File: config.mk
export PLATFORM = sky130hd
export DESIGN_NAME = sync_frame_receiver_checksum
export DESIGN_NICKNAME = d
export VERILOG_FILES = /design/src/design/sfrc_pkg.sv /design/src/design/sfrc_front.sv /design/src/design/sfrc_queue.sv /design/src/design/sfrc_back.sv /design/src/design/sync_frame_receiver_checksum.sv
export SDC_FILE = /design/constraint.sdc
export NUM_CORES = 1
export LEC_CHECK = 0
export BUFFER_PORTS_ARGS = -buffer_cell sky130_fd_sc_hd__clkbuf_2
export CAP_MARGIN = 20
export CORE_AREA = 5 5 192 194
export DETAILED_ROUTE_END_ITERATION = 16
export DIE_AREA = 0 0 197 199
export PLACE_DENSITY = 0.58
export REMOVE_ABC_BUFFERS = 1
export SLEW_MARGIN = 20
export SYNTH_ARGS = -nofsm -noshare
export SYNTH_HDL_FRONTEND = slang
export SYNTH_SLANG_ARGS = --single-unit
export TNS_END_PERCENT = 100
File: constraint.sdc
create_clock -name i_clk -period 18.25 [get_ports i_clk]
set_clock_uncertainty 0.05 [all_clocks]
set_input_delay 3.65 -clock i_clk [delete_from_list [all_inputs] [get_ports i_clk]]
set_output_delay 3.65 -clock i_clk [all_outputs]
set_load 0.005 [all_outputs]
File: src/design/sfrc_pkg.sv
`timescale 1ns / 1ps
// ----------------------------------------------------------------------------
// sfrc_pkg
// shared types and constants of the sync framed receiver with checksum
// ----------------------------------------------------------------------------
package sfrc_pkg;

    localparam int unsigned BYTE_W      = 8;
    localparam int unsigned WORD_W      = 32;
    localparam int unsigned POS_W       = 4;
    localparam int unsigned QUEUE_DEPTH = 2;
    localparam int unsigned QPTR_W      = $clog2(QUEUE_DEPTH);
    localparam int unsigned QCNT_W      = $clog2(QUEUE_DEPTH + 1);

    // payload byte positions that trigger back-end steps
    localparam logic [POS_W-1:0] POS_SUM01 = 4'd8;   // words 0 and 1 complete
    localparam logic [POS_W-1:0] POS_SUM2  = 4'd12;  // word 2 complete
    localparam logic [POS_W-1:0] POS_LAST  = 4'd15;  // last checksum byte

    localparam logic [BYTE_W-1:0] SYNC_RESET = 8'hFF;

    // payload byte handed from front to back
    typedef struct packed {
        logic [BYTE_W-1:0] data;
        logic [POS_W-1:0]  pos;
    } t_item;

    // queue status seen by both sides
    typedef struct packed {
        logic empty;
        logic full;
    } t_q_status;

endpackage

File: src/design/sfrc_front.sv
`timescale 1ns / 1ps
// ----------------------------------------------------------------------------
// sfrc_front
// accepts bytes, hunts for the sync run and tags payload bytes with position
// ----------------------------------------------------------------------------
module sfrc_front #(
    parameter int unsigned SYNC_BYTES = 8
) (
    input  logic                i_clk,
    input  logic                i_rst_n,
    input  logic                i_cfg_valid,
    input  logic [7:0]          i_cfg_data,
    input  logic                i_valid,
    input  logic [7:0]          i_rx_byte,
    output logic                o_stall,
    input  sfrc_pkg::t_q_status i_q_status,
    output logic                o_push,
    output sfrc_pkg::t_item     o_item
);
    import sfrc_pkg::*;

    localparam int unsigned SYNC_W = $clog2(SYNC_BYTES + 1);
    localparam logic [SYNC_W-1:0] SYNC_LAST = SYNC_W'(SYNC_BYTES - 1);

    logic [BYTE_W-1:0] r_sync_value;
    logic [SYNC_W-1:0] r_sync_cnt, n_sync_cnt;
    logic              r_in_payload, n_in_payload;
    logic [POS_W-1:0]  r_pos, n_pos;
    logic              accept;

    assign o_stall = i_q_status.full;
    assign accept  = i_valid && !i_q_status.full;
    assign o_push  = accept && r_in_payload;
    assign o_item  = '{data: i_rx_byte, pos: r_pos};

    always_comb begin
        n_sync_cnt   = r_sync_cnt;
        n_in_payload = r_in_payload;
        n_pos        = r_pos;
        if (accept) begin
            if (r_in_payload) begin
                n_pos = r_pos + 1'b1;
                if (r_pos == POS_LAST) begin
                    n_in_payload = 1'b0;
                end
            end else if (i_rx_byte != r_sync_value) begin
                // wrong byte drops the run, it does not start a new one
                n_sync_cnt = '0;
            end else if (r_sync_cnt == SYNC_LAST) begin
                n_sync_cnt   = '0;
                n_in_payload = 1'b1;
                n_pos        = '0;
            end else begin
                n_sync_cnt = r_sync_cnt + 1'b1;
            end
        end
    end

    always_ff @(posedge i_clk) begin
        if (!i_rst_n) begin
            r_sync_value <= SYNC_RESET;
            r_sync_cnt   <= '0;
            r_in_payload <= 1'b0;
            r_pos        <= '0;
        end else begin
            if (i_cfg_valid) begin
                r_sync_value <= i_cfg_data;
            end
            r_sync_cnt   <= n_sync_cnt;
            r_in_payload <= n_in_payload;
            r_pos        <= n_pos;
        end
    end

endmodule

File: src/design/sfrc_queue.sv
`timescale 1ns / 1ps
// ----------------------------------------------------------------------------
// sfrc_queue
// short fifo between front and back
// ----------------------------------------------------------------------------
module sfrc_queue (
    input  logic                i_clk,
    input  logic                i_rst_n,
    input  logic                i_push,
    input  sfrc_pkg::t_item     i_item,
    input  logic                i_pop,
    output sfrc_pkg::t_item     o_item,
    output sfrc_pkg::t_q_status o_status
);
    import sfrc_pkg::*;

    t_item             r_mem [QUEUE_DEPTH];
    logic [QPTR_W-1:0] r_wr_ptr;
    logic [QPTR_W-1:0] r_rd_ptr;
    logic [QCNT_W-1:0] r_count;

    assign o_status.empty = (r_count == '0);
    assign o_status.full  = (r_count == QCNT_W'(QUEUE_DEPTH));
    assign o_item         = r_mem[r_rd_ptr];

    always_ff @(posedge i_clk) begin
        if (i_push) begin
            r_mem[r_wr_ptr] <= i_item;
        end
    end

    always_ff @(posedge i_clk) begin
        if (!i_rst_n) begin
            r_wr_ptr <= '0;
            r_rd_ptr <= '0;
            r_count  <= '0;
        end else begin
            if (i_push) begin
                r_wr_ptr <= r_wr_ptr + 1'b1;
            end
            if (i_pop) begin
                r_rd_ptr <= r_rd_ptr + 1'b1;
            end
            if (i_push && !i_pop) begin
                r_count <= r_count + 1'b1;
            end else if (!i_push && i_pop) begin
                r_count <= r_count - 1'b1;
            end
        end
    end

`ifndef SYNTHESIS
    a_no_overflow: assert property (@(posedge i_clk) disable iff (!i_rst_n)
        i_push |-> !o_status.full || i_pop)
        else $error("push into full queue");
    a_no_underflow: assert property (@(posedge i_clk) disable iff (!i_rst_n)
        i_pop |-> !o_status.empty)
        else $error("pop from empty queue");
    a_count_bound: assert property (@(posedge i_clk) disable iff (!i_rst_n)
        r_count <= QCNT_W'(QUEUE_DEPTH))
        else $error("queue count beyond depth");
`endif

endmodule

File: src/design/sfrc_back.sv
`timescale 1ns / 1ps
// ----------------------------------------------------------------------------
// sfrc_back
// assembles payload words, checks the additive checksum, holds the result
// ----------------------------------------------------------------------------
module sfrc_back (
    input  logic                i_clk,
    input  logic                i_rst_n,
    input  sfrc_pkg::t_q_status i_q_status,
    input  sfrc_pkg::t_item     i_item,
    output logic                o_pop,
    output logic                o_out_valid,
    input  logic                i_out_stall,
    output logic [31:0]         o_command_word,
    output logic [31:0]         o_param_float_bits,
    output logic signed [31:0]  o_param_integer
);
    import sfrc_pkg::*;

    logic [WORD_W-1:0]        r_w0, r_w1, r_w2;
    logic [WORD_W-BYTE_W-1:0] r_w3_lo;
    logic [WORD_W-1:0]        r_sum;
    logic                     r_out_valid, n_out_valid;
    logic [WORD_W-1:0]        r_out_cmd, r_out_flt, r_out_int;
    logic                     is_last;
    logic                     match;
    logic                     load_out;
    logic [1:0]               word_sel;
    logic [1:0]               lane;

    // results move on only when the output register can take one
    assign o_pop    = !i_q_status.empty && !(r_out_valid && i_out_stall);
    assign word_sel = i_item.pos[3:2];
    assign lane     = i_item.pos[1:0];
    assign is_last  = (i_item.pos == POS_LAST);
    assign match    = (r_sum == {i_item.data, r_w3_lo});
    assign load_out = o_pop && is_last && match;

    always_comb begin
        n_out_valid = r_out_valid;
        if (load_out) begin
            n_out_valid = 1'b1;
        end else if (!i_out_stall) begin
            n_out_valid = 1'b0;
        end
    end

    always_ff @(posedge i_clk) begin
        if (!i_rst_n) begin
            r_out_valid <= 1'b0;
        end else begin
            r_out_valid <= n_out_valid;
        end
    end

    always_ff @(posedge i_clk) begin
        if (o_pop) begin
            unique case (word_sel)
                2'd0: r_w0[{lane, 3'b000} +: BYTE_W] <= i_item.data;
                2'd1: r_w1[{lane, 3'b000} +: BYTE_W] <= i_item.data;
                2'd2: r_w2[{lane, 3'b000} +: BYTE_W] <= i_item.data;
                default: begin
                    if (lane != 2'd3) begin
                        r_w3_lo[{lane, 3'b000} +: BYTE_W] <= i_item.data;
                    end
                end
            endcase
            // partial sums once each word is complete
            if (i_item.pos == POS_SUM01) begin
                r_sum <= r_w0 + r_w1;
            end else if (i_item.pos == POS_SUM2) begin
                r_sum <= r_sum + r_w2;
            end
        end
        if (load_out) begin
            r_out_cmd <= r_w0;
            r_out_flt <= r_w1;
            r_out_int <= r_w2;
        end
    end

    assign o_out_valid        = r_out_valid;
    assign o_command_word     = r_out_cmd;
    assign o_param_float_bits = r_out_flt;
    assign o_param_integer    = signed'(r_out_int);

`ifndef SYNTHESIS
    a_result_from_last: assert property (@(posedge i_clk) disable iff (!i_rst_n)
        $rose(r_out_valid) |-> $past(o_pop && is_last && match))
        else $error("result without a checked frame");
    a_hold_blocks_pop: assert property (@(posedge i_clk) disable iff (!i_rst_n)
        (r_out_valid && i_out_stall) |-> !o_pop)
        else $error("queue popped while result held");
    a_bad_frame_dropped: assert property (@(posedge i_clk) disable iff (!i_rst_n)
        (o_pop && is_last && !match) |=> !r_out_valid)
        else $error("failing frame produced a result");
`endif

endmodule

File: src/design/sync_frame_receiver_checksum.sv
`timescale 1ns / 1ps
// ----------------------------------------------------------------------------
// sync_frame_receiver_checksum
// sync framed packet receiver with a 32-bit additive checksum
// ----------------------------------------------------------------------------
// Takes one received byte per word on the input channel. Bytes are dropped
// until SYNC_BYTES consecutive bytes equal the sync value register (reset
// 0xFF); a mismatching byte restarts the hunt. The next sixteen bytes are
// payload, little-endian, forming command, float bits, integer parameter and
// checksum words. If the wrapping sum of the first three equals the checksum,
// one result word carries the three values out; otherwise the frame is
// dropped silently. Either way the block goes back to hunting for sync.
// It takes one byte per clock unless a held result backs up the queue: the
// front end classifies each byte as it is accepted and the back end consumes
// one queued byte per cycle. The last byte of a frame is written into the
// queue when accepted, and the checksum compare then loads the result into
// the output register. The output register lets the front keep accepting
// while a result waits; only a held result plus a full two-entry queue
// stalls the input. No clearing pass after reset. The sync value register is
// written whenever the config channel is valid.
// ----------------------------------------------------------------------------
module sync_frame_receiver_checksum #(
    parameter int unsigned SYNC_BYTES = 8
) (
    input  logic               i_clk,
    input  logic               i_rst_n,
    // config channel, sync value register
    input  logic               i_cfg_valid,
    output logic               o_cfg_ready,
    input  logic [7:0]         i_cfg_data,
    // input byte channel
    input  logic               i_in_valid,
    output logic               o_in_stall,
    input  logic [7:0]         i_rx_byte,
    // result channel
    output logic               o_out_valid,
    input  logic               i_out_stall,
    output logic [31:0]        o_command_word,
    output logic [31:0]        o_param_float_bits,
    output logic signed [31:0] o_param_integer
);
    import sfrc_pkg::*;

    t_q_status q_status;
    t_item     push_item;
    t_item     head_item;
    logic      push;
    logic      pop;

    // register write never waits
    assign o_cfg_ready = 1'b1;

    // front: sync hunt and payload position tagging
    sfrc_front #(
        .SYNC_BYTES (SYNC_BYTES)
    ) u_front (
        .i_clk      (i_clk),
        .i_rst_n    (i_rst_n),
        .i_cfg_valid(i_cfg_valid),
        .i_cfg_data (i_cfg_data),
        .i_valid    (i_in_valid),
        .i_rx_byte  (i_rx_byte),
        .o_stall    (o_in_stall),
        .i_q_status (q_status),
        .o_push     (push),
        .o_item     (push_item)
    );

    // decouples byte intake from word assembly and output back-pressure
    sfrc_queue u_queue (
        .i_clk   (i_clk),
        .i_rst_n (i_rst_n),
        .i_push  (push),
        .i_item  (push_item),
        .i_pop   (pop),
        .o_item  (head_item),
        .o_status(q_status)
    );

    // back: word assembly, running checksum, output register
    sfrc_back u_back (
        .i_clk             (i_clk),
        .i_rst_n           (i_rst_n),
        .i_q_status        (q_status),
        .i_item            (head_item),
        .o_pop             (pop),
        .o_out_valid       (o_out_valid),
        .i_out_stall       (i_out_stall),
        .o_command_word    (o_command_word),
        .o_param_float_bits(o_param_float_bits),
        .o_param_integer   (o_param_integer)
    );

endmodule

* After elaboration in Yosys (flattened, before gate mapping)
Memory sizes are Yosys's and may differ from the RTL's. A register that Yosys moved wholly into a read port is not among the register bits. Index checks and enable logic that the tools add are counted.
Storage, ports and cells: memories kept 1, register bits after elaboration 270, bits in writable memories 24, output and inout port bits 99
Memory list:
- u_queue.r_mem | words 2, width 12, read ports 1, clocked after memory_dff 1, wr ports 1, line sfrc_queue.sv:17 | t_item r_mem [QUEUE_DEPTH];
Operators by class: reduce and logical (&&, ||, !) cells 26, add/sub/neg operators 9, bitwise operators 2, muxes and demuxes 23, equality and inequality tests 13, shift operators 4
Operator list (count):
- bitwise mux 32 bit | 3
- adder 32 bit | 2
- 2-to-1 mux 32 bit | 2
- equality test 32 bit | 1
- variable shift 8 x 7 -> 32 bit (first input constant) | 1
- variable part select 8 x 7 -> 32 bit | 1
- bitwise mux 24 bit | 1
- variable shift 8 x 7 -> 24 bit (first input constant) | 1
- variable part select 8 x 7 -> 24 bit | 1
- 2-to-1 mux 4 bit | 5
- equality test 4 bit (second input constant) | 4
- 2-to-1 mux 1 bit | 10
- AND reduction 2 bit | 5
- adder 4 x 1 -> 4 bit (second input constant) | 2
- logical AND 1 bit | 8
- != test 8 bit | 1
- negation 5 -> 7 bit | 1
- AND reduction 3 bit | 2
- nonzero test 2 bit | 3
- logical NOT 1 bit | 5
- equality test 2 bit (second input constant) | 2
- equality test 4 x 3 -> 1 bit (second input constant) | 1
- logical NOT 2 bit | 2
- 2-to-1 mux 2 bit | 2
- other kinds (8) | 11

* Logic depth before layout (Yosys ltp)
Gate-level depths: netlist (run 1).
depth in word-level cells 8, gate-level depth with buffers 11

* Cells and area by module
A second synthesis (run 1) with hierarchy kept.
Second synthesis, totals: cell total of the unflattened synthesis 1043, area, all modules 13928.4 sq um
Modules (own cells, without submodules):
- sfrc_back | sequential area each 7467.2 sq um, area each 11878.9 sq um, instances 1, cells an instance 880
- sfrc_queue | sequential area each 820.8 sq um, area each 1079.8 sq um, instances 1, cells an instance 59
- sfrc_front | sequential area each 340.3 sq um, area each 958.4 sq um, instances 1, cells an instance 102
- sync_frame_receiver_checksum | sequential area each 0.0 sq um, area each 11.3 sq um, instances 1, cells an instance 2

* Worst setup path before layout (run 1)
Ideal clock, no wire load.
path type input to register, from in i_out_stall, to reg u_back.r_out_cmd[0] (netlist: u_back.o_command_word[0]) (enable), data required time 17.410 ns, slack 3.968 ns, arrival 13.443 ns, stages 6, cell sequence nand2_1 o21ai_1 nand2b_1 nor3_1 nand4_1 nor4_1
Between the ends: cells in the longest elaborated chain, start to end 5
Ends and longest elaborated chain:
- start, declared | line sync_frame_receiver_checksum.sv:37 | input logic i_out_stall,
- logical AND 1 bit | line sfrc_back.sv:32 | assign o_pop = !i_q_status.empty && !(r_out_valid && i_out_stall);
- logical NOT 1 bit | line sfrc_back.sv:32
- logical AND 1 bit | line sfrc_back.sv:32
- logical AND 1 bit (2 in a row) | line sfrc_back.sv:37 | assign load_out = o_pop && is_last && match;
- via u_back.load_out | line sfrc_back.sv:27 | logic load_out;
- end signal, assigned | line sfrc_back.sv:76 | r_out_cmd <= r_w0;
- end, declared | line sfrc_back.sv:24 | logic [WORD_W-1:0] r_out_cmd, r_out_flt, r_out_int;
The timed path passes the listed nets, and every way through them passes these cells. A chain may end at the register's enable or synchronous reset.

* Worst setup path in the final report (run 1)
from in i_out_stall, to reg u_back.r_out_int[31] (netlist: u_back.o_param_integer[31]) (enable)
Between the ends: cells in the longest elaborated chain, start to end 5
Ends and longest elaborated chain:
- logical AND 1 bit | line sfrc_back.sv:32
- logical NOT 1 bit | line sfrc_back.sv:32
- logical AND 1 bit | line sfrc_back.sv:32
- logical AND 1 bit (2 in a row) | line sfrc_back.sv:37
- via u_back.load_out | line sfrc_back.sv:27
- end signal, assigned | line sfrc_back.sv:78 | r_out_int <= r_w2;
- end, declared | line sfrc_back.sv:24
The timed path passes the listed nets, and every way through them passes these cells.

==> metrics list, run 1 <==
- TritonCTS built the clock tree.
- Across the whole layout, storage elements account for 8628 µm².
- Yosys top cell by area: sky130_fd_sc_hd__edfxtp_1
- Setup total negative slack on the finished layout was measured at 0 ns.
- Register-to-Register Setup Slack: 14.20 ns
* Final setup fails: 0
- Number of distinct library cells after synthesis: between 70 and 80
- Max-cap violations in this run came to 0.
- Clock-pin slew on the worst setup and hold paths: ~0.070 ns
- In this run the number of H-tree levels came out at 1.
- The number of global-route vias before repair was between 8000 and 9000.
- Filler cells: 3229
* Residual DRC count: 0
- Min Tclk post-route: 5.499 ns
- Once detailed placement completed, the half-perimeter wirelength came to approximately 23 mm.
- Along the worst path, the maximum fanout reaches 61.
* Power consumption: around 0.0014 W
- IO buf count: 118
* Result of the run: complete, no violations
- The number of cells on the worst reg-to-reg path is 6.
- Wire length of the first global-routing pass: 48.65 mm
* Share of post-route cells with drive strength above 1: 17.15%
- For this run, the post-layout net count is 1252.
* Worst min-delay path category: reg2reg
- Global routing finished with a remaining overflow of 0.
* # Post-CTS Setup Buffers: 0
- The clock passes through at most 3 buffers.
- Least setup slack across all paths after layout: approximately 13 ns
- At the worst endpoint, the arrival time is 5.62 ns.
- Length of the first detailed-routing pass in iterations: 5
- Simple-Gate Fraction of Synth Area: 9.167%
- Compound-Gate Fraction of Synth Area: 11.71%
* Adder and majority gate portion of the synthesized area: 6.592%
- Counting flops with a built-in enable in the synthesized netlist gives ~270.
* Post-placement cell area: 14740 µm²
- For the pin with the worst max-slew slack, the measured transition is 0.9817 ns.
* Endpoint of the lowest-slack register-to-register path: u_back.o_param_integer[31]
- In this run the remaining antenna-violating nets after routing total 0.
* Flip-flop cell with the highest count after synthesis: sky130_fd_sc_hd__edfxtp_1
* Routed vias/inst: 5.179
* Overall die width: slightly below 200 µm
* Clock insertion delay at the later pin of the skew report: 0.55 ns
- The number of hold buffers added after CTS was 0.
* Multi-input gate area in the final layout: 4835 µm²
- Cell Pwr Density: roughly 88 nW/µm²
- Maximum number of pins on one net before global-route repair: 62
- At the end of the flow the core is filled with cells to 45.10%.
- The floorplan step set the die height to 199 µm.
- Data on the critical path is required at its endpoint by 18.37 ns.
* Area overhead of the layout relative to synthesis: 15.36%
- Multiplexer share of the synthesized area: 1.689%
* Placer Congestion: ~0.82
* Die Area: 39200 µm²
- In this run the worst setup path begins at i_out_stall.
- 0 antenna diodes ended up in the layout.
- Area of all placed cells without fillers: 15810 µm²
- Crit path launch type: input port
- Number of top-level pins: 120
- Following the worst setup path forward leads to its endpoint at u_back.o_param_integer[31].
* Unrepaired setup endpoints after global routing: no
- After floorplanning, the core was divided into 69 placement rows.
- STA classifies the critical path endpoint as a flip-flop.
- The initial utilization of the core area, before any placement, comes to between 30% and 40%.
- Global router's overall resource usage: 15.92%
- Worst slack at placement: 12.16 ns
- Post-CTS repair changed the size of 0 cells.
- Synthesis inferred slightly below 300 register bits.
* Number of antenna violations at the first check in global routing: 0
* Final cycle utilization of the critical path: 30.13%
- After Yosys synthesis, XOR and XNOR cells account for 6.008% of the synthesized area.
- After synthesis, the largest family of logic cells by area is compound AO/OA/AOI/OAI gates.
- The detailed router finished its first iteration with 538 violations.
- The final route contains 8519 vias.
- Remaining max-slew budget at the tightest pin: around a third
- Max Freq: 0.1818 GHz
- The mapped netlist covers 13700 µm².
- The number of failing hold endpoints at the final stage is 0.
- The core region is approximately 35000 µm².
* Peak supply drop: 70.44 µV
- The final count of pins violating max slew came to 0.
* Async set-or-reset flop fraction in the synthesized netlist: 0%
- In this run the clock root is driven by a sky130_fd_sc_hd__clkbuf_16.
- For this design the static power due to leakage is 6.227 nW.
- Warnings from Yosys: 0
* Synthesized area per cell: 13.27 µm²
- Cells taking the most area after synthesis: sky130_fd_sc_hd__edfxtp_1 (60%), sky130_fd_sc_hd__ha_1 (6.3%), sky130_fd_sc_hd__dfxtp_1 (3.4%)
- The clock net in this run drives a total of a little under 300 sinks.
- Synth top area share: 59.61%
* Sequential-to-total area share from yosys stat: ~63%
* Syn Inst Count: 1033
- WL per Instance: 19.30 µm
- The final layout contains routed wiring with a total length of 31.75 mm.
* Classification of the worst setup path: in2reg
* Number of buffers inserted during clock tree synthesis: 31
-- how the worst min path moves through the flow --
| stage | cells after the start | slack [ns] | from | end |
|---|---|---|---|---|
| after global routing | 0 | 0.42 | u_back.r_w0[23] | u_back.o_command_word[23] |
| after global placement | 0 | 0.39 | u_back.r_w0[14] | u_back.o_command_word[14] |
| after floorplan | 0 | 0.38 | u_back.r_w0[0] | u_back.o_command_word[0] |
| after CTS | 0 | 0.41 | u_back.r_w1[9] | u_back.o_param_float_bits[9] |
| final | 0 | 0.40 | u_back.r_w1[9] | u_back.o_param_float_bits[9] |
| after detailed placement | 0 | 0.39 | u_back.r_w1[25] | u_back.o_param_float_bits[25] |
-- power breakdown --
group | internal, W | switching, W
clock | 0.000395 | 0.000257
sequential | 0.000728 | 0.000000739
combinational | 0.00000370 | 0.00000362
-- placed cells by master, fill, tap and decap left out, types with 7 or more instances in the layout --
cell type,synthesis,routed
sky130_fd_sc_hd__edfxtp_1,272,272
sky130_fd_sc_hd__nor2b_1,10,10
sky130_fd_sc_hd__mux2i_1,22,22
sky130_fd_sc_hd__nor2_1,71,71
sky130_fd_sc_hd__a211oi_1,12,12
sky130_fd_sc_hd__o21a_1,8,8
sky130_fd_sc_hd__xor2_1,45,45
sky130_fd_sc_hd__nand2_1,66,66
sky130_fd_sc_hd__o21ai_0,53,53
sky130_fd_sc_hd__clkbuf_16,0,31
sky130_fd_sc_hd__dfxtp_1,23,23
sky130_fd_sc_hd__or3_1,7,7
sky130_fd_sc_hd__a21oi_1,71,71
sky130_fd_sc_hd__nand3_1,26,26
sky130_fd_sc_hd__o211ai_1,7,7
sky130_fd_sc_hd__xnor2_1,49,49
sky130_fd_sc_hd__and2_1,26,26
sky130_fd_sc_hd__ha_1,69,69
sky130_fd_sc_hd__a21o_1,29,29
sky130_fd_sc_hd__o21bai_1,9,9
sky130_fd_sc_hd__clkbuf_2,1,118
sky130_fd_sc_hd__inv_1,19,19
sky130_fd_sc_hd__nand4_1,15,15
-- layer usage --
metal / vias up / track usage [%] / routed length [µm]
met5: - / 0 / 0
met4: 0 / 3.390 / 571
met3: 37 / 3.049 / 1643
met2: 194 / 26.51 / 14920
met1: 4130 / 21.91 / 14620
li1: 4158 / - / -
-- registers in the layout (all words and copies together), names as in the netlist, named ones only --
signal                     flops
u_queue.r_wr_ptr               1
u_back.r_sum                  32
u_back.o_command_word         32
u_queue.r_rd_ptr               1
u_front.r_sync_cnt             4
u_back.r_w3_lo                24
u_back.o_param_integer        32
u_back.r_w1                   32
u_front.r_sync_value           8
u_back.r_w0                   32
u_back.r_w2                   32
u_front.r_in_payload           1
u_back.o_param_float_bits     32
u_queue.r_count                2
u_back.o_out_valid             1
u_queue.r_mem                 24
u_front.r_pos                  4
-- cell usage after synthesis, drive strengths merged, types with 2 or more instances --
library cell  count
o21ai            59
buf               8
edfxtp          272
a31o              3
nor2             71
o31a              2
a41oi             2
and3              7
o21bai            9
a31oi             5
xor2             45
a2111oi           3
o211ai            7
and4              2
xnor2            49
nand3            26
a21boi            4
a21o             31
nand2b            5
o21a              8
nand3b            4
fa                2
a21oi            74
nand2            67
nor4              7
nand4            15
dfxtp            23
o2111ai           2
ha               69
nor3b             2
or3               8
and2             27
nor3              6
mux2i            22
nor2b            10
inv              19
clkbuf           20
o31ai             3
a211oi           14
o22ai             4
-- area by class of cell --
type | count | area share, %
Timing Repair Buffer | 123 | 3.973
Clock inverter | 17 | 1.448
Clock buffer | 40 | 5.311
Tap cell | 461 | 3.649
Multi-Input combinational cell | 690 | 30.58
Sequential cell | 295 | 54.58
Inverter | 19 | 0.4512
-- worst max-delay path: stages --
cell and delay, ns:
sky130_fd_sc_hd__clkbuf_2 0.09, sky130_fd_sc_hd__nand2_1 0.05, sky130_fd_sc_hd__o21ai_1 0.21, sky130_fd_sc_hd__nand2b_1 0.25, sky130_fd_sc_hd__nor3_1 0.20, sky130_fd_sc_hd__nand4_1 0.16, sky130_fd_sc_hd__nor4_2 0.25, sky130_fd_sc_hd__buf_4 0.71
-- kinds of logic after synthesis --
logic type	Yosys count
AO/OA/AOI/OAI	242
XOR/XNOR	94
adder cells (fa/ha/maj)	71
buffers and inverters	48
flip-flops	295
multiplexers	23
other	1
AND/OR/NAND/NOR	259
-- stage by stage --
step	hold WS, ns	cells
floorplan	0.3807	1004
global placement	0.3881	1588
detailed placement	0.3948	1588
CTS	0.4066	1645
global route	0.4195	1645
finish	0.3979	1645
Note: power is estimated with default switching activity, not from simulation.
==> run 2, diff against run 1 <==
--- a/config.mk
+++ b/config.mk
@@ -10,7 +10,7 @@
 export CORE_AREA = 5 5 192 194
 export DETAILED_ROUTE_END_ITERATION = 16
 export DIE_AREA = 0 0 197 199
-export PLACE_DENSITY = 0.58
+export PLACE_DENSITY = 0.6
 export REMOVE_ABC_BUFFERS = 1
 export SLEW_MARGIN = 20
 export SYNTH_ARGS = -nofsm -noshare
==> constraint.sdc (replaced) <==
create_clock -name i_clk -period 4.5 [get_ports i_clk]
set_clock_uncertainty 0.05 [all_clocks]
set_input_delay 0.9 -clock i_clk [delete_from_list [all_inputs] [get_ports i_clk]]
set_output_delay 0.9 -clock i_clk [all_outputs]
set_load 0.005 [all_outputs]
==> run 2 against run 1 <==
Against the previous run:
- critical path depth down 2
- via count up 2.3%
- core utilization up 0.43 points
- sequential power increased to 4.1 times the previous value
- clock power increased to 4.5 times the previous value
- worst setup slack got worse by 12 ns
- final cell count grew 0.30%
- die area unchanged
- worst hold slack better by 0.0073 ns
- global-route usage rose by 0.38 points
- sequential share of layout area decreased by 0.51 points
==> metrics list, run 2 (synthesized netlist as in run 1, its figures left out) <==
- Maximum number of pins on one net before global-route repair: 62
- Classification of the worst setup path: reg2reg
* Result of the run: complete, no violations
* Peak supply drop: 217.4 µV
* Internal power component: 0.004786 W
- Arrival time reported for the critical path endpoint: 3.92 ns
- CTS saw 295 sinks.
* Number of hold violations in the final report: 0
- Headroom to the max-slew limit came out at a little under two fifths.
- Critical Path Slowest Stage Cell: sky130_fd_sc_hd__dfxtp_1
* Worst slack at placement: 0.6248 ns
* Leading cell type in the layout, fill and taps excluded: sky130_fd_sc_hd__edfxtp_1
- Combinational cells account for 0.5% of the total power.
* Unrepaired setup endpoints after global routing: no
- Type of element capturing the critical path: flip-flop
- The detail route stage leaves a number of antenna-violating nets equal to 0.
- The number of antenna violations at the first check in global routing was 0.
- At the end of routability-driven placement, the weighted congestion stood at 0.9113.
- Area overhead of the layout relative to synthesis: 16.45%
- STA classifies the critical path startpoint as a flip-flop.
- Gates resized during post-CTS repair numbered 0.
- In the routed design, unresolved DRC markers number 0.
- Net switching is a little under a fifth of the power.
- Overflow left after global routing: 0
* Transition at the pin with the smallest max-transition slack: 0.9065 ns
- Buffers inserted during clock tree synthesis total 34.
- At the later pin of the worst-skew pair, clock insertion delay measures between 0.5 and 0.6 ns.
- The HPWL after detailed placement is 23.84 mm.
* Min Tclk post-route: 3.832 ns
* Final setup fails: 0
* Final setup TNS: 0 ns
- Leaving out fill and tap cells, the most frequent cells in the layout are sky130_fd_sc_hd__edfxtp_1 (272), sky130_fd_sc_hd__clkbuf_2 (118), sky130_fd_sc_hd__a21oi_1 (71).
- WL per Instance: roughly 20 µm
- Worst min-delay path category: reg2reg
* Die Area: about 39000 µm²
* Routed wire length: 32.39 mm
- Summing all placed instances gives a cell area of 14750 µm².
* Wire length of the first global-routing pass: about 50 mm
* Cell family with most CP delay: simple AND/OR/NAND/NOR gates
- The post-route netlist has approximately 17% of its cells at a drive strength greater than 1.
* CTS H-Tree Depth: 2
- Data required time of the critical path: 4.59 ns
- Antenna diode count: 0
* Height of the die: around 200 µm
- Summed over all nets, the switching power comes to 0.001117 W.
- Dividing total power by cell area gives a power density of 369.9 nW/µm².
* Clock Root Buffer: sky130_fd_sc_hd__clkbuf_16
- Max-cap viol count: 0
- Starting density of the core: 39.09%
- No sink is reached through more buffers than the 3 on the longest clock path.
- The worst path meets setup with 0.6676 ns of slack.
- For this design the top-level I/O count stands at 120.
- Sequence of cells on the critical path: mux2i_1 -> xnor2_1 -> nor4_1 -> nand4_1 -> nor4_2 -> buf_4
- TritonCTS built the clock tree.
- On the worst path, the slowest cell contributes a delay of between 0.8 and 0.9 ns.
* Global router's overall resource usage: ~16%
* Length of the first detailed-routing pass in iterations: 5
* Final cycle utilization of the critical path: 85.16%
* IO buf count: 118
- Part of the power in the clock network: 49.4%
- Static timing analysis puts the maximum clock frequency at 0.2609 GHz.
* Number of hold buffers added after CTS: 0
- The final count of pins violating max slew is 0.
- Filler cells: 3206
* Worst Path Buf+Inv: 1
- Clock-pin slew on the worst setup and hold paths: approximately 0.060 ns
* Overall die width: 197 µm
- For this run, the post-layout net count is 1255.
* Area of all placed cells without fillers: roughly 16000 µm²
- Via count of the first global-routing pass: 8754
* Core area: about 35000 µm²
- Crit-path max FO: 36
* Share of total power in sequential cells: between 50% and 60%
- Using the TritonRoute via totals, the vias-per-cell ratio works out to 5.281.
- # Post-CTS Setup Buffers: 0
- The floorplan has 69 rows.
* DR vias: 8714
* Pleak: 6.317 nW
- Initial DRC count: between 600 and 700
run 2: area by class of cell:
cell class | count | area, µm² | area share [%]
sequential | 295 | 8628 | 54.07
multi-input combinational | 690 | 4837 | 30.31
clock buffer | 44 | 1005 | 6.296
timing repair buffer | 123 | 640.6 | 4.014
tap | 461 | 576.8 | 3.615
clock inverter | 18 | 198.9 | 1.247
inverter | 19 | 71.32 | 0.4469
run 2: power by group through the flow:
stage          Sequential, W  Clock [W]  Combinational, W
2_1_floorplan        0.00301          0         0.0000134
3_3_place_gp         0.00302          0         0.0000305
3_5_place_dp         0.00302          0         0.0000311
4_1_cts              0.00296    0.00298         0.0000313
5_1_grt              0.00296    0.00309         0.0000353
6_report             0.00296    0.00291         0.0000310
run 2: final timing paths:
check | from | slack (ns) | endpoint | depth (start not counted)
worst max register to register | flip-flop | 0.67 | u_back.o_param_integer[30] | 6
worst min register to register | u_back.r_w0[12] | 0.41 | u_back.o_command_word[12] | 0
worst max-delay path | flip-flop | 0.67 | u_back.o_param_integer[30] | 6
worst min-delay path | u_back.r_w0[12] | 0.41 | u_back.o_command_word[12] | 0
run 2: layer usage:
| layer | wire length (µm) | part of all wire, % | global-route usage (%) | up-vias |
|---|---|---|---|---|
| met5 | 0 | 0 | 0 | - |
| met4 | 840 | 2.6 | 5.162 | 0 |
| met3 | 1940 | 6.0 | 3.235 | 63 |
| met2 | 15140 | 47 | 26.45 | 261 |
| met1 | 14470 | 45 | 22.26 | 4238 |
| li1 | - | - | - | 4152 |
run 2: through the flow:
stage	instances	hold WS [ns]	total power (W)	util, %
CTS	1650	0.4026	0.005970	45.52
global route	1650	0.4167	0.006083	45.53
floorplan	1004	0.3807	0.003028	-
global placement	1588	0.3842	0.003046	42.09
detailed placement	1588	0.3918	0.003046	42.09
finish	1650	0.4052	0.005902	45.53
==> run 3, diff against run 2 <==
--- a/config.mk
+++ b/config.mk
@@ -10,7 +10,7 @@
 export CORE_AREA = 5 5 192 194
 export DETAILED_ROUTE_END_ITERATION = 16
 export DIE_AREA = 0 0 197 199
-export PLACE_DENSITY = 0.6
+export PLACE_DENSITY = 0.58
 export REMOVE_ABC_BUFFERS = 1
 export SLEW_MARGIN = 20
 export SYNTH_ARGS = -nofsm -noshare
==> constraint.sdc (replaced) <==
create_clock -name i_clk -period 3.65 [get_ports i_clk]
set_clock_uncertainty 0.05 [all_clocks]
set_input_delay 0.73 -clock i_clk [delete_from_list [all_inputs] [get_ports i_clk]]
set_output_delay 0.73 -clock i_clk [all_outputs]
set_load 0.005 [all_outputs]
==> run 3 against run 2 <==
Against the previous run:
- critical path depth increased by 5
- clock power grew 5%
- final cell count grew 0.79%
- register-to-register slack got worse by 0.41 ns
- worst setup slack got worse by 0.41 ns
- via count shrank 0.72%
- design area fell by 0.34%
- largest power group unchanged
- highest routed layer unchanged
==> metrics list, run 3 (synthesized netlist as in run 1, its figures left out) <==
- Global routing finished with a remaining overflow of 0.
- Peak supply drop: 332.5 µV
- Most frequent cells in the layout: sky130_fd_sc_hd__edfxtp_1 (272), sky130_fd_sc_hd__clkbuf_2 (118), sky130_fd_sc_hd__nor2_1 (71), sky130_fd_sc_hd__a21oi_1 (71), sky130_fd_sc_hd__ha_1 (69)
* Cell Pwr Density: 423.5 nW/µm²
- The final count of pins violating max slew came to 0.
* Arrival time reported for the critical path endpoint: 3.71 ns
- For this run, the top clock speed supported by timing is 0.2946 GHz.
- WL per Instance: 19.28 µm
- Setup repair after global routing left no endpoint under its margin.
- Clock-pin slew on the worst setup and hold paths: 0.07 ns
* Clock insertion delay at the later pin of the skew report: 0.56 ns
* Post-placement cell area: 14910 µm²
- Leading cell type in the layout, fill and taps excluded: sky130_fd_sc_hd__edfxtp_1
- Overall die width: 197 µm
- Critical Path Slowest Stage Cell: sky130_fd_sc_hd__fa_1
- The worst hold path begins at i_cfg_data[4].
- After detailed routing, the met2 layer carries between 10 and 15 mm of wire.
* CTS sink count: 295
- Buffers placed on the I/O ports in this run total roughly 120.
- Detailed placement ended at an HPWL of roughly 24 mm.
- Gates resized during post-CTS repair numbered 0.
* Power consumption: 0.006736 W
* Standard-cell row count: between 60 and 70
* Length of the first detailed-routing pass in iterations: 5
- Wire length of the first global-routing pass: 49.19 mm
- Once the clock tree was built, the setup fixing pass inserted 0 buffers.
* Die Area: 39200 µm²
- Routed vias/inst: roughly 5.2
- The worst hold path terminates at u_front.r_sync_value[4].
* Number of top-level pins: 120
* Data required time of the critical path: 3.96 ns
- Final core occ: 45.37%
- In the final layout, the share of cells above drive strength 1 is a little under a fifth.
* Cells on Worst Hold Path: 3
- The root buffer cell chosen for the clock tree is sky130_fd_sc_hd__clkbuf_16.
- For the worst flop-to-flop path, the logic depth is 11.
- At the pin with the least slew margin, the transition time is 0.6113 ns.
- Counting along the longest clock path gives a buffer depth of 3.
- Global router's overall resource usage: 16.01%
- In the final routing, the length of wire on met1 measures around 15 mm.
- DR vias: between 8000 and 9000
* Type of element capturing the critical path: flip-flop
- TritonCTS clock tree: done
- Number of antenna violations at the first check in global routing: 0
- Number of hold violations in the final report: 0
- The first routing iteration left 621 violations.
* Routed wire length: 32.06 mm
- Before CTS, the worst setup slack after placement is a little under 0.2 ns.
- Least setup slack across all paths after layout: approximately 0.26 ns
- Crit path launch type: flip-flop
- Grouping stages by cell kind, the critical path spends the most delay in compound AO/OA/AOI/OAI gates.
- In this run the critical register-to-register path is captured at u_back.r_sum[28].
- Final setup fails: 0
- CTS H-Tree Depth: 1
- The region available for standard cell placement spans 35050 µm².
- Via count of the first global-routing pass: 8514
- The congestion estimate from routability-driven global placement came to around 0.9.
* Hold WS: 0.3350 ns
* Filler cells: 3233
- Result of the run: complete, no violations
- The routed design could run at a clock period as short as 3.394 ns.
- The signal on the critical path passes through ha_1 -> fa_1 -> a211oi_1 -> nor2_1 -> o31a_2 -> a41o_2 -> a21oi_2 -> o21a_1 -> o21bai_1 -> xnor2_1 -> a2111oi_2.
* Maximum number of pins on one net before global-route repair: 62
- Worst R2R Start: u_back.r_w1[0]
* Met3 wire length: 2.027 mm
* Delay of the slowest critical-path stage: 0.43 ns
- After routing the design area is 15900 µm².
* Pleak: 6.289 nW
* Residual DRC count: 0
- Number of hold buffers added after CTS: 0
- Final cycle utilization of the critical path: 92.99%
* Number of nets in the layout: 1270
* Height of the die: 199 µm
* Register-to-Register Setup Slack: 0.26 ns
- The worst hold path belongs to the class in2reg.
- Remaining max-slew budget at the tightest pin: about three fifths
- Starting density of the core: roughly 39%
- Max-cap viol count: 0
* Number of buffers inserted during clock tree synthesis: 31
* Classification of the worst setup path: reg2reg
- The repair_antennas step left the layout with diodes totalling 0.
- Crit-path max FO: 4
- Final antenna-violating net count: 0
- After detailed routing, no signal wire sits above met4.
* Worst Path Buf+Inv: 0
* Area overhead of the layout relative to synthesis: 16.06%
==> run 3: cell types whose count changed in the layout (fill, tap and decap cells not counted), moves of 2 or more <==
cell / previous run / this run
sky130_fd_sc_hd__clkbuf_16: 39 / 31
sky130_fd_sc_hd__buf_12: 1 / 3
sky130_fd_sc_hd__clkinvlp_4: 0 / 5
sky130_fd_sc_hd__clkinv_2: 5 / 8
sky130_fd_sc_hd__inv_6: 4 / 1
sky130_fd_sc_hd__buf_4: 4 / 20
==> run 3: power breakdown <==
part	internal [W]	total [W]	leakage, nW	switching [W]
sequential	0.00364	0.00365	2.97	0.00000380
clock	0.00176	0.00305	0.474	0.00129
combinational	0.0000185	0.0000373	2.85	0.0000188
total	0.00542	0.00674	6.29	0.00131
==> run 3: layout make-up <==
type	count	area, µm²	area share [%]
Inverter	19	71.32	0.4484
Clock buffer	34	787.0	4.948
Tap cell	461	576.8	3.627
Clock inverter	23	198.9	1.251
Multi-Input combinational cell	690	4841	30.44
Timing Repair Buffer	141	800.8	5.035
Sequential cell	295	8628	54.25
==> run 3: metrics by stage <==
stage / TNS (ns) / std cells
CTS: 0 / 1663
finish: 0 / 1663
global route: 0 / 1663
floorplan: -798.83 / 1004
detailed placement: 0 / 1606
global placement: 0 / 1606
==> run 3: per-layer routing <==
| metal | vias to the layer above | GRT usage, % |
|---|---|---|
| met5 | - | 0 |
| met4 | 0 | 4.571 |
| met3 | 55 | 3.150 |
| met2 | 233 | 25.59 |
| met1 | 4179 | 22.42 |
| li1 | 4184 | - |
==> run 3: worst max path at each step <==
stage	startpoint	to	slack [ns]	cells past startpoint
after floorplan	flip-flop	u_back.o_command_word[0]	-7.97	7
after global placement	u_back.r_w1[0]	u_back.r_sum[28]	0.32	11
after detailed placement	u_back.r_w1[0]	u_back.r_sum[28]	0.20	11
after CTS	u_back.r_w0[0]	u_back.r_sum[28]	0.21	11
after global routing	u_back.r_w1[0]	u_back.r_sum[28]	0.01	11
final	u_back.r_w1[0]	u_back.r_sum[28]	0.26	11
==> run 3: tightest hold or removal path: cells and delay by family <==
kind | cells | cell delay [ns]
buf+inv | 1 | 0.07
simple gates | 1 | 0.05
mux | 1 | 0.05
